### src/rtl/core/pdfm_pkg.sv
package pdfm_pkg;

   // fixed field widths
   localparam int RATE_W   = 27;
   localparam int FIELD_W  = 16;
   localparam int DUTY_W   = 7;

   // arithmetic constants
   localparam logic [RATE_W-1:0]  RATE_RESET = 27'd8000000;
   localparam logic [6:0]         PERCENT    = 7'd100;
   localparam logic [9:0]         HZ_PER_KHZ = 10'd1000;
   localparam logic [FIELD_W-1:0] FREQ_MAX   = 16'hFFFF;

   // floor(x / 1000) for x below 2^27: multiply by ceil(2^37 / 1000), drop 37 bits
   localparam int                     KHZ_RECIP_W = 28;
   localparam int                     KHZ_SHIFT   = 37;
   localparam logic [KHZ_RECIP_W-1:0] KHZ_RECIP   = 28'd137438954;

   // capture progress within one measurement
   typedef enum logic [1:0] {
      CAP_WAIT_RISE   = 2'd0,
      CAP_WAIT_FALL   = 2'd1,
      CAP_WAIT_SECOND = 2'd2
   } cap_phase_type;

   // sequencer states
   typedef enum logic [2:0] {
      ST_IDLE = 3'd0,
      ST_FREQ = 3'd1,
      ST_DUTY = 3'd3,
      ST_DONE = 3'd4
   } seq_state_type;

   // capture unit status toward the sequencer
   typedef struct packed {
      logic done;
      logic in_order;
   } cap_status_type;

endpackage

### src/rtl/core/pdfm_capture.sv
module pdfm_capture #(
   parameter int COUNTER_BITS = 16
) (
   input  logic                       clock,
   input  logic                       reset,
   input  logic                       accept,
   input  logic                       level,
   output pdfm_pkg::cap_status_type   status,
   output logic [COUNTER_BITS-1:0]    high_time,
   output logic [COUNTER_BITS-1:0]    period_time
);

   logic                       prev_level_ff;
   pdfm_pkg::cap_phase_type    phase_ff;
   pdfm_pkg::cap_phase_type    phase_in;
   logic [COUNTER_BITS-1:0]    tick_ff;
   logic [COUNTER_BITS-1:0]    tick_in;
   logic [COUNTER_BITS-1:0]    rise_ff;
   logic [COUNTER_BITS-1:0]    fall_ff;
   logic                       rise;
   logic                       fall;
   logic                       last_capture;

   // edge detect against the previous item
   assign rise = !prev_level_ff && level;
   assign fall = prev_level_ff && !level;

   // next phase and tick count
   always_comb begin
      phase_in     = phase_ff;
      tick_in      = tick_ff + COUNTER_BITS'(1);
      last_capture = 1'b0;
      case (phase_ff)
         pdfm_pkg::CAP_WAIT_RISE: begin
            if (rise) phase_in = pdfm_pkg::CAP_WAIT_FALL;
         end
         pdfm_pkg::CAP_WAIT_FALL: begin
            if (fall) phase_in = pdfm_pkg::CAP_WAIT_SECOND;
         end
         pdfm_pkg::CAP_WAIT_SECOND: begin
            if (rise) begin
               phase_in     = pdfm_pkg::CAP_WAIT_RISE;
               tick_in      = '0;
               last_capture = 1'b1;
            end
         end
         default: begin
            phase_in = pdfm_pkg::CAP_WAIT_RISE;
         end
      endcase
   end

   // capture registers
   always_ff @(posedge clock) begin
      if (reset) begin
         prev_level_ff <= 1'b1;
         phase_ff      <= pdfm_pkg::CAP_WAIT_RISE;
         tick_ff       <= '0;
         rise_ff       <= '0;
         fall_ff       <= '0;
      end else if (accept) begin
         prev_level_ff <= level;
         phase_ff      <= phase_in;
         tick_ff       <= tick_in;
         if (phase_ff == pdfm_pkg::CAP_WAIT_RISE && rise) rise_ff <= tick_ff;
         if (phase_ff == pdfm_pkg::CAP_WAIT_FALL && fall) fall_ff <= tick_ff;
      end
   end

   // third capture uses the current count as the second rise time
   assign status.done     = accept && last_capture;
   assign status.in_order = (rise_ff < fall_ff) && (fall_ff < tick_ff);
   assign high_time       = fall_ff - rise_ff;
   assign period_time     = tick_ff - rise_ff;

endmodule

### src/rtl/core/pdfm_divider.sv
module pdfm_divider #(
   parameter int NUM_W = 27,
   parameter int DEN_W = 16
) (
   input  logic             clock,
   input  logic             reset,
   input  logic             start,
   input  logic [NUM_W-1:0] numerator,
   input  logic [DEN_W-1:0] denominator,
   output logic             done,
   output logic [NUM_W-1:0] quotient
);

   localparam int CNT_W = (NUM_W > 1) ? $clog2(NUM_W) : 1;

   logic             busy_ff;
   logic             done_ff;
   logic [CNT_W-1:0] cnt_ff;
   logic [DEN_W-1:0] rem_ff;
   logic [NUM_W-1:0] quo_ff;
   logic [DEN_W-1:0] den_ff;
   logic [DEN_W:0]   trial;
   logic [DEN_W:0]   diff;
   logic             fits;

   // one restoring step: bring down the next dividend bit
   assign trial = {rem_ff, quo_ff[NUM_W-1]};
   assign diff  = trial - {1'b0, den_ff};
   assign fits  = trial >= {1'b0, den_ff};

   // one quotient bit per cycle, msb first
   always_ff @(posedge clock) begin
      if (reset) begin
         busy_ff <= 1'b0;
         done_ff <= 1'b0;
         cnt_ff  <= '0;
      end else if (start) begin
         busy_ff <= 1'b1;
         done_ff <= 1'b0;
         cnt_ff  <= '0;
      end else if (busy_ff) begin
         cnt_ff <= cnt_ff + CNT_W'(1);
         if (cnt_ff == CNT_W'(NUM_W - 1)) begin
            busy_ff <= 1'b0;
            done_ff <= 1'b1;
         end
      end else begin
         done_ff <= 1'b0;
      end
   end

   // datapath
   always_ff @(posedge clock) begin
      if (start) begin
         quo_ff <= numerator;
         rem_ff <= '0;
         den_ff <= denominator;
      end else if (busy_ff) begin
         quo_ff <= {quo_ff[NUM_W-2:0], fits};
         rem_ff <= fits ? diff[DEN_W-1:0] : trial[DEN_W-1:0];
      end
   end

   assign done     = done_ff;
   assign quotient = quo_ff;

endmodule

### src/rtl/core/pwm_duty_frequency_meter.sv
// PWM duty and frequency meter
//
// Each item on the req_ channel is one sample of the PWM pin. A tick counter of
// COUNTER_BITS bits advances once per item and records the first rising edge,
// the following falling edge and the next rising edge. The item that makes
// the third capture produces one item on the rsp_ channel: high time, period,
// frequency in kHz (csr clock rate / period / 1000, floored, saturating) and
// duty in percent; out_of_range is set and the other fields are zero when the
// counter wrapped during the measurement. Other items produce nothing.
// Throughput: items that make no result are taken one per cycle. The result
// item is computed by one shared restoring divider, one quotient bit per cycle,
// over two divisions of NUM_W = max(27, COUNTER_BITS + 7) steps each (clock rate
// by period, then scaled high time by period); the kHz step is a multiply by a
// constant reciprocal. After the third capture req_ready stays low until the
// result is loaded; an out-of-range result skips both divisions.
// A finished result waits in the output register while rsp_ready is low, and
// samples keep being taken meanwhile until the next result is ready to load.
// Reset (synchronous) sets the clock rate register to 8 MHz, clears the
// counter, and assumes the pin was high, so a first rising edge must be seen.
module pwm_duty_frequency_meter #(
   parameter int COUNTER_BITS = 16
) (
   input  logic                                 clock,
   input  logic                                 reset,
   input  logic                                 req_valid,
   output logic                                 req_ready,
   input  logic                                 req_signal_level,
   output logic                                 rsp_valid,
   input  logic                                 rsp_ready,
   output logic [pdfm_pkg::FIELD_W-1:0]         rsp_freq_khz,
   output logic [pdfm_pkg::DUTY_W-1:0]          rsp_duty_percent,
   output logic [pdfm_pkg::FIELD_W-1:0]         rsp_high_ticks,
   output logic [pdfm_pkg::FIELD_W-1:0]         rsp_period_ticks,
   output logic                                 rsp_out_of_range,
   input  logic                                 csr_wr_en,
   input  logic [pdfm_pkg::RATE_W-1:0]          csr_wr_data
);

   localparam int SCALED_W = COUNTER_BITS + 7;
   localparam int NUM_W    = (SCALED_W > pdfm_pkg::RATE_W) ? SCALED_W : pdfm_pkg::RATE_W;
   localparam int DEN_W    = COUNTER_BITS;
   localparam int PROD_W   = pdfm_pkg::RATE_W + pdfm_pkg::KHZ_RECIP_W;
   localparam int KHZ_W    = PROD_W - pdfm_pkg::KHZ_SHIFT;

   pdfm_pkg::seq_state_type          state_ff;
   pdfm_pkg::seq_state_type          state_in;
   logic [pdfm_pkg::RATE_W-1:0]      rate_ff;
   logic [COUNTER_BITS-1:0]          high_ff;
   logic [COUNTER_BITS-1:0]          period_ff;
   logic [pdfm_pkg::FIELD_W-1:0]     freq_ff;
   logic [pdfm_pkg::DUTY_W-1:0]      duty_ff;
   logic                             oor_ff;
   logic                             rsp_valid_ff;
   logic [pdfm_pkg::FIELD_W-1:0]     rsp_freq_ff;
   logic [pdfm_pkg::DUTY_W-1:0]      rsp_duty_ff;
   logic [pdfm_pkg::FIELD_W-1:0]     rsp_high_ff;
   logic [pdfm_pkg::FIELD_W-1:0]     rsp_period_ff;
   logic                             rsp_oor_ff;

   logic                             accept;
   pdfm_pkg::cap_status_type         cap_status;
   logic [COUNTER_BITS-1:0]          cap_high;
   logic [COUNTER_BITS-1:0]          cap_period;
   logic                             div_start;
   logic [NUM_W-1:0]                 div_num;
   logic [DEN_W-1:0]                 div_den;
   logic                             div_done;
   logic [NUM_W-1:0]                 div_quo;
   logic [SCALED_W-1:0]              high_scaled;
   logic [PROD_W-1:0]                khz_product;
   logic [KHZ_W-1:0]                 khz_value;
   logic                             out_free;
   logic                             load_out;

   assign req_ready = (state_ff == pdfm_pkg::ST_IDLE);
   assign accept    = req_valid && req_ready;
   assign out_free  = !rsp_valid_ff || rsp_ready;

   pdfm_capture #(
      .COUNTER_BITS (COUNTER_BITS)
   ) u_capture (
      .clock       (clock),
      .reset       (reset),
      .accept      (accept),
      .level       (req_signal_level),
      .status      (cap_status),
      .high_time   (cap_high),
      .period_time (cap_period)
   );

   pdfm_divider #(
      .NUM_W (NUM_W),
      .DEN_W (DEN_W)
   ) u_divider (
      .clock       (clock),
      .reset       (reset),
      .start       (div_start),
      .numerator   (div_num),
      .denominator (div_den),
      .done        (div_done),
      .quotient    (div_quo)
   );

   // high time scaled to percent
   assign high_scaled = SCALED_W'(high_ff) * SCALED_W'(pdfm_pkg::PERCENT);

   // hz to khz: the rate quotient fits the rate width, scaled by a rounded-up reciprocal
   assign khz_product = PROD_W'(div_quo[pdfm_pkg::RATE_W-1:0]) * PROD_W'(pdfm_pkg::KHZ_RECIP);
   assign khz_value   = khz_product[PROD_W-1:pdfm_pkg::KHZ_SHIFT];

   // sequencer: next state and divider operands
   always_comb begin
      state_in  = state_ff;
      div_start = 1'b0;
      div_num   = NUM_W'(rate_ff);
      div_den   = DEN_W'(cap_period);
      load_out  = 1'b0;
      case (state_ff)
         pdfm_pkg::ST_IDLE: begin
            if (cap_status.done) begin
               if (cap_status.in_order) begin
                  div_start = 1'b1;
                  state_in  = pdfm_pkg::ST_FREQ;
               end else begin
                  state_in  = pdfm_pkg::ST_DONE;
               end
            end
         end
         pdfm_pkg::ST_FREQ: begin
            div_num = NUM_W'(high_scaled);
            div_den = DEN_W'(period_ff);
            if (div_done) begin
               div_start = 1'b1;
               state_in  = pdfm_pkg::ST_DUTY;
            end
         end
         pdfm_pkg::ST_DUTY: begin
            if (div_done) state_in = pdfm_pkg::ST_DONE;
         end
         pdfm_pkg::ST_DONE: begin
            if (out_free) begin
               load_out = 1'b1;
               state_in = pdfm_pkg::ST_IDLE;
            end
         end
         default: begin
            state_in = pdfm_pkg::ST_IDLE;
         end
      endcase
   end

   // state and configuration
   always_ff @(posedge clock) begin
      if (reset) begin
         state_ff <= pdfm_pkg::ST_IDLE;
         rate_ff  <= pdfm_pkg::RATE_RESET;
      end else begin
         state_ff <= state_in;
         if (csr_wr_en) rate_ff <= csr_wr_data;
      end
   end

   // measurement results held between divisions
   always_ff @(posedge clock) begin
      if (state_ff == pdfm_pkg::ST_IDLE && cap_status.done) begin
         high_ff   <= cap_high;
         period_ff <= cap_period;
         oor_ff    <= !cap_status.in_order;
      end
      if (state_ff == pdfm_pkg::ST_FREQ && div_done) begin
         if (khz_value > KHZ_W'(pdfm_pkg::FREQ_MAX)) freq_ff <= pdfm_pkg::FREQ_MAX;
         else freq_ff <= khz_value[pdfm_pkg::FIELD_W-1:0];
      end
      if (state_ff == pdfm_pkg::ST_DUTY && div_done) begin
         duty_ff <= div_quo[pdfm_pkg::DUTY_W-1:0];
      end
   end

   // output register
   always_ff @(posedge clock) begin
      if (reset) begin
         rsp_valid_ff <= 1'b0;
      end else if (load_out) begin
         rsp_valid_ff <= 1'b1;
      end else if (rsp_ready) begin
         rsp_valid_ff <= 1'b0;
      end
   end

   always_ff @(posedge clock) begin
      if (load_out) begin
         rsp_oor_ff    <= oor_ff;
         rsp_freq_ff   <= oor_ff ? '0 : freq_ff;
         rsp_duty_ff   <= oor_ff ? '0 : duty_ff;
         rsp_high_ff   <= oor_ff ? '0 : pdfm_pkg::FIELD_W'(high_ff);
         rsp_period_ff <= oor_ff ? '0 : pdfm_pkg::FIELD_W'(period_ff);
      end
   end

   assign rsp_valid        = rsp_valid_ff;
   assign rsp_freq_khz     = rsp_freq_ff;
   assign rsp_duty_percent = rsp_duty_ff;
   assign rsp_high_ticks   = rsp_high_ff;
   assign rsp_period_ticks = rsp_period_ff;
   assign rsp_out_of_range = rsp_oor_ff;

endmodule
### config.mk
export PLATFORM = sky130hd
export DESIGN_NAME = pwm_duty_frequency_meter
export DESIGN_NICKNAME = d
export VERILOG_FILES = /design/src/rtl/core/pdfm_pkg.sv /design/src/rtl/core/pdfm_capture.sv /design/src/rtl/core/pdfm_divider.sv /design/src/rtl/core/pwm_duty_frequency_meter.sv
export SDC_FILE = /design/constraint.sdc
export NUM_CORES = 1
export LEC_CHECK = 0
export ABC_AREA = 1
export BUFFER_PORTS_ARGS = -buffer_cell sky130_fd_sc_hd__buf_2
export CORE_AREA = 2 2 263 265
export CTS_BUF_LIST = sky130_fd_sc_hd__clkbuf_8
export CTS_CLUSTER_DIAMETER = 30
export CTS_CLUSTER_SIZE = 12
export DETAILED_ROUTE_END_ITERATION = 8
export DIE_AREA = 0 0 265 267
export PLACE_DENSITY = 0.53
export SYNTH_ARGS = -nofsm -noshare
export SYNTH_HDL_FRONTEND = slang
export SYNTH_HIERARCHICAL = 1
export SYNTH_SLANG_ARGS = --single-unit
### constraint.sdc
create_clock -name clock -period 23.1 [get_ports clock]
set_clock_uncertainty 0.2 [all_clocks]
set_input_delay 4.62 -clock clock [delete_from_list [all_inputs] [get_ports clock]]
set_output_delay 4.62 -clock clock [all_outputs]
set_load 0.1 [all_outputs]
Yosys cells after proc, flatten, opt, wreduce, memory -nomap -nowiden
Cells that the tools add are included.
{"block": "word_totals", "register_bits": 260, "latch_bits": 0, "mem_bits_rw": 0, "mem_bits_ro": 0, "input_bits": 33, "output_inout_bits": 58, "word_cells": 104, "n_memories": 0}
{"block": "classes", "add_sub_neg": 5, "mul": 2, "div_mod_pow": 0, "n_lt_le_gt_ge": 4, "eq_ne": 13, "shifts": 0, "n_mux": 30, "n_bitwise": 1, "n_reduce_logical": 25}
{"cell": "$mux 27", "n": 3}
{"cell": "$mux 16", "n": 4}
{"cell": "$mul 27x27->54 const B", "n": 1}
{"cell": "$sub 16x16->16", "n": 3}
{"cell": "$lt 16x16->1", "n": 2}
{"cell": "$mul 16x5->21 const B", "n": 1}
{"cell": "$gt 18x16->1 const B", "n": 1}
{"cell": "$ge 17x16->1", "n": 1}
{"cell": "$add 16x1->16 const B", "n": 1}
{"cell": "$mux 3", "n": 5}
{"cell": "$mux 1", "n": 12}
{"cell": "$ne 2x1->1 const B", "n": 6}
{"cell": "$pmux 3 s4", "n": 1}
{"cell": "$logic_and 1x1->1", "n": 10}
{"cell": "$reduce_and 4->1", "n": 2}
{"cell": "$mux 2", "n": 3}
{"cell": "$pmux 2 s3", "n": 1}
{"cell": "$add 5x1->5 const B", "n": 1}
{"cell": "$eq 5x5->1 const B", "n": 1}
{"cell": "$logic_not 1->1", "n": 4}
{"cell": "$reduce_and 2->1", "n": 2}
{"cell": "$reduce_bool 2->1", "n": 2}
{"cell": "$eq 3x1->1 const B", "n": 1}
{"cell": "$eq 3x2->1 const B", "n": 1}
{"cell": "11 further kinds", "n": 11}

Longest topological paths before layout
{"block": "logic_depth", "ltp_word": 8, "ltp_mapped": 25, "mapped_depth_nobuf": 25}

Cells and area by module
Netlist, hierarchy kept.
{"mod": "pwm_duty_frequency_meter", "n_inst": 1, "cells_each": 2162, "area_per_inst_um2": 18999.5, "seq_area_each_um2": 3983.8}
{"mod": "pdfm_capture", "n_inst": 1, "cells_each": 604, "area_per_inst_um2": 3990.1, "seq_area_each_um2": 1021.0}
{"mod": "pdfm_divider", "n_inst": 1, "cells_each": 491, "area_per_inst_um2": 3898.7, "seq_area_each_um2": 1751.7}

Least setup slack after synthesis
Ideal clock, no wire load.
{"block": "synth_path", "path_type": "input to register", "startpoint": "in rsp_ready", "endpoint": "reg rsp_duty_ff, in the netlist rsp_duty_percent[0], enable pin", "setup_time_ps": 612, "t_arrival_ps": 10051, "t_required_ps": 22288, "setup_slack_ps": 12237, "stages": 2, "path_buffers": 0, "cell_sequence": "nor2_1 > nor4_1"}
{"block": "synth_between", "elab_chain_cells": 3}
{"item": "start: declaration", "line": "pwm_duty_frequency_meter.sv:29", "text": "input logic rsp_ready,"}
{"item": "$logic_or 1x1->1", "line": "pwm_duty_frequency_meter.sv:77", "text": "assign out_free = !rsp_valid_ff || rsp_ready;"}
{"item": "$mux 1", "line": "pwm_duty_frequency_meter.sv:141", "text": "if (out_free) begin"}
{"item": "$mux 1", "line": "pwm_duty_frequency_meter.sv:118", "text": "case (state_ff)"}
{"item": "named net load_out", "line": "pwm_duty_frequency_meter.sv:73", "text": "logic load_out;"}
{"item": "end signal: assignment", "line": "pwm_duty_frequency_meter.sv:194", "text": "rsp_duty_ff <= oor_ff ? '0 : duty_ff;"}
{"item": "end: declaration", "line": "pwm_duty_frequency_meter.sv:55", "text": "logic [pdfm_pkg::DUTY_W-1:0] rsp_duty_ff;"}
The timed path passes the listed nets, and every way through them passes these cells.
A chain may end at the register's enable or synchronous reset.

==> flow_summary.json <==
{
  "drive_gt1_share_pct": 7.95,
  "nFillCells": 6971,
  "use_met2_pct": 35.4,
  "utilization_pct": 43.6,
  "coreArea_mm2": 0.0680,
  "peakVddDrop_mv": 0.0549,
  "cts_made_buffers": 54,
  "post-route-period-util_pct": 32.4,
  "powerDensity_mw_per_mm2": 53.0,
  "synth_area_per_cell_um2": 8.26,
  "start_util_pct": 39.6,
  "pwr-share-clk_pct": 35.5,
  "internal-power_uw": 964,
  "first_global_vias": 20900,
  "synth_top_flop_cell": "edfxtp_1",
  "syn_area_mm2": 0.0269,
  "finalCriticalPeriod_ns": 7.48,
  "drv_cap": 0,
  "htreeDepth": 2,
  "num_rows": 96,
  "post_dp_cell_area_mm2": 0.0284,
  "finalWorstSetupSlack_ns": 15.62,
  "die_w_um": 265,
  "grt_pass1_wl_um": 116000,
  "hold_buffers": 0,
  "gr-total-overflow": 0,
  "wl_per_cell_um": 17.3,
  "place_congestion": 0.902,
  "dp_cells": 4204,
  "clkTransAtPathRegs_ns": 0.07,
  "yosys.cell_types.count": 53,
  "swShare_pct": 38.7,
  "critPathKind": "in2reg",
  "cts_tree": "done",
  "fmax_mhz": 134,
  "clock-root-buffer": "clkbuf_8",
  "crit_fanout": 48,
  "seq_area_frac_synth_pct": 25.1,
  "drc": 0,
  "antenna_found_initial": 1,
  "rsz0062_at_grt": "false",
  "critPathLaunchType": "input pin",
  "tightest_slew_ns": 1.09,
  "hold_path_class": "reg2reg",
  "area.growth.synth_to_final_pct": 10.3,
  "p_sw_uw": 607,
  "dieArea_mm2": 0.0708,
  "die_y_um": 267,
  "syn_nets": 3931,
  "cts.path.max_buffers": 3,
  "sequentialPowerShare_pct": 35.7,
  "synth_seq_cells": 260,
  "cts_resized": 0,
  "async_flop_share_pct": 0,
  "fin_tns_setup_ns": 0,
  "synth_edf_count": 155,
  "wl_um": 74500,
  "p_comb_share_pct": 28.8,
  "finalHoldViolCount": 0,
  "use_met1_pct": 28.7,
  "hold_ws_ns": 0.259,
  "drt-initial-drc-count": 1095,
  "grtUsageMet3_pct": 3.25,
  "crit_arrival_ns": 7.51,
  "nets": 4052,
  "final_cell_mix": "724 x inv_1, 666 x nand2_1, 402 x ha_1, 265 x nor2_1, 239 x fa_1",
  "setup_violations": 0,
  "insertion_delay_ns": 0.64,
  "total_power_mw": 1.57,
  "hpwlAfterDp_um": 62400,
  "grt_max_degree": 73,
  "busiest_layer": "met2",
  "endpoint_kind": "flip-flop",
  "cts.sinks": 260,
  "final_common_cell": "inv_1",
  "ys.warnings.count": 6,
  "status": "finished, final reports clean",
  "timing.slew.headroom_pct": 27.6,
  "leakage_nw": 15.4,
  "critPathRequiredTime_ns": 23.13,
  "drt-pass1-iter-count": 7,
  "layout.cells.non_filler": 4306,
  "portBuffers": 90,
  "postCtsSetupRepairBufs": 0,
  "grt_usage_pct": 21.3,
  "vias": 20900,
  "viasPerCell": 4.86,
  "slew_violations": 0,
  "syn_inst": 3257,
  "finalInstanceArea_mm2": 0.0297,
  "detail-route-antenna-nets": 0,
  "pre_cts_ws_ns": 14.97,
  "pin_count": 91
}
## worst max-delay path, stage by stage
cell and delay (ns):
buf_2 0.08, inv_1 0.05, nor2_1 0.45, nand2_1 0.14, nor2_1 0.15, nand2_1 0.14
inv_1 0.10, inv_1 0.09, o32ai_4 0.25, buf_4 0.50, nor2_1 0.12, inv_1 0.81
## sequential cells by signal, indices dropped and copies added, names as in the netlist, 2 cells and up
| signal | count |
|---|---|
| rate_ff | 27 |
| u_divider/quotient | 27 |
| freq_ff | 16 |
| high_ff | 16 |
| period_ff | 16 |
| rsp_freq_khz | 16 |
| rsp_high_ticks | 16 |
| rsp_period_ticks | 16 |
| u_capture/fall_ff | 16 |
| u_capture/rise_ff | 16 |
| u_capture/tick_ff | 16 |
| u_divider/den_ff | 16 |
| u_divider/rem_ff | 16 |
| duty_ff | 7 |
| rsp_duty_percent | 7 |
| u_divider/cnt_ff | 5 |
| state_ff | 3 |
| u_capture/phase_ff | 2 |
## final cells by class
cell class / instances / area, µm² / share of cell area, %
sequential: 260 / 6760 / 22.8
clock buffer: 55 / 757 / 2.55
timing repair buffer: 108 / 586 / 1.97
clock inverter: 46 / 499 / 1.68
multi-input combinational: 2220 / 17200 / 58.0
antenna: 1 / 2.50 / 0.00844
tap: 882 / 1100 / 3.72
inverter: 734 / 2760 / 9.29
## cell families (layout without fill, tap and decap cells)
logic type,Yosys count,after routing,share of synthesized area [%]
AND/OR/NAND/NOR,1173,1173,18.8
buffers and inverters,777,943,11.0
adder cells (fa/ha/maj),641,641,36.5
AO/OA/AOI/OAI,369,369,7.35
flip-flops,260,260,25.1
XOR/XNOR,37,37,1.21
other,0,1,0
## cell usage after synthesis (2+ instances only)
library cell	instances	area [µm²]
inv_1	721	2710
nand2_1	666	2500
ha_1	402	5030
nor2_1	266	998
fa_1	239	4780
a21oi_1	165	826
edfxtp_1	155	4650
o21ai_0	150	751
dfxtp_1	105	2100
nand3_1	98	490
nor3_1	31	155
clkbuf_1	30	113
nand4_1	28	175
nand3b_1	27	203
xor2_1	23	201
nand2_2	19	119
xnor2_1	14	123
o21bai_1	12	90.1
inv_2	11	41.3
nand3_2	10	100
a21o_1	9	67.6
a21boi_0	7	52.6
a21oi_2	5	43.8
buf_2	5	25.0
nor4_1	5	31.3
o21a_1	5	37.5
a31oi_1	4	25.0
buf_6	4	45.0
nor2_4	4	45.0
buf_1	3	11.3
nor3_2	3	30.0
o21ai_1	3	15.0
o31ai_1	3	22.5
nand2_8	2	40.0
nor2_2	2	12.5
nor3b_1	2	15.0
nor3b_2	2	25.0
or2_2	2	12.5
## power by group through the flow
stage                     combinational [mW]  clock, mW  sequential [mW]
after floorplan                        0.197          0            0.725
after global placement                 0.454          0            0.572
after detailed placement               0.455          0            0.571
after CTS                              0.456      0.573            0.562
after global routing                   0.491      0.596            0.564
final                                  0.453      0.557            0.561
## per-layer routing
metal | up-vias | wire (µm)
met5 | - | 0
met4 | 0 | 1750
met3 | 92 | 3550
met2 | 411 | 34600
met1 | 9895 | 34600
li1 | 10600 | -
## final timing paths
kind                            slack [ns]              startpoint                      to  cells after the start
worst max-delay path                 15.62               req_valid  u_divider/quotient[19]                     12
worst min-delay path                  0.26             rate_ff[17]             rate_ff[17]                      2
worst max register to register       16.53  u_divider/quotient[10]              freq_ff[4]                     20
worst min register to register        0.26             rate_ff[17]             rate_ff[17]                      2
(Power assumes the default switching activity.)
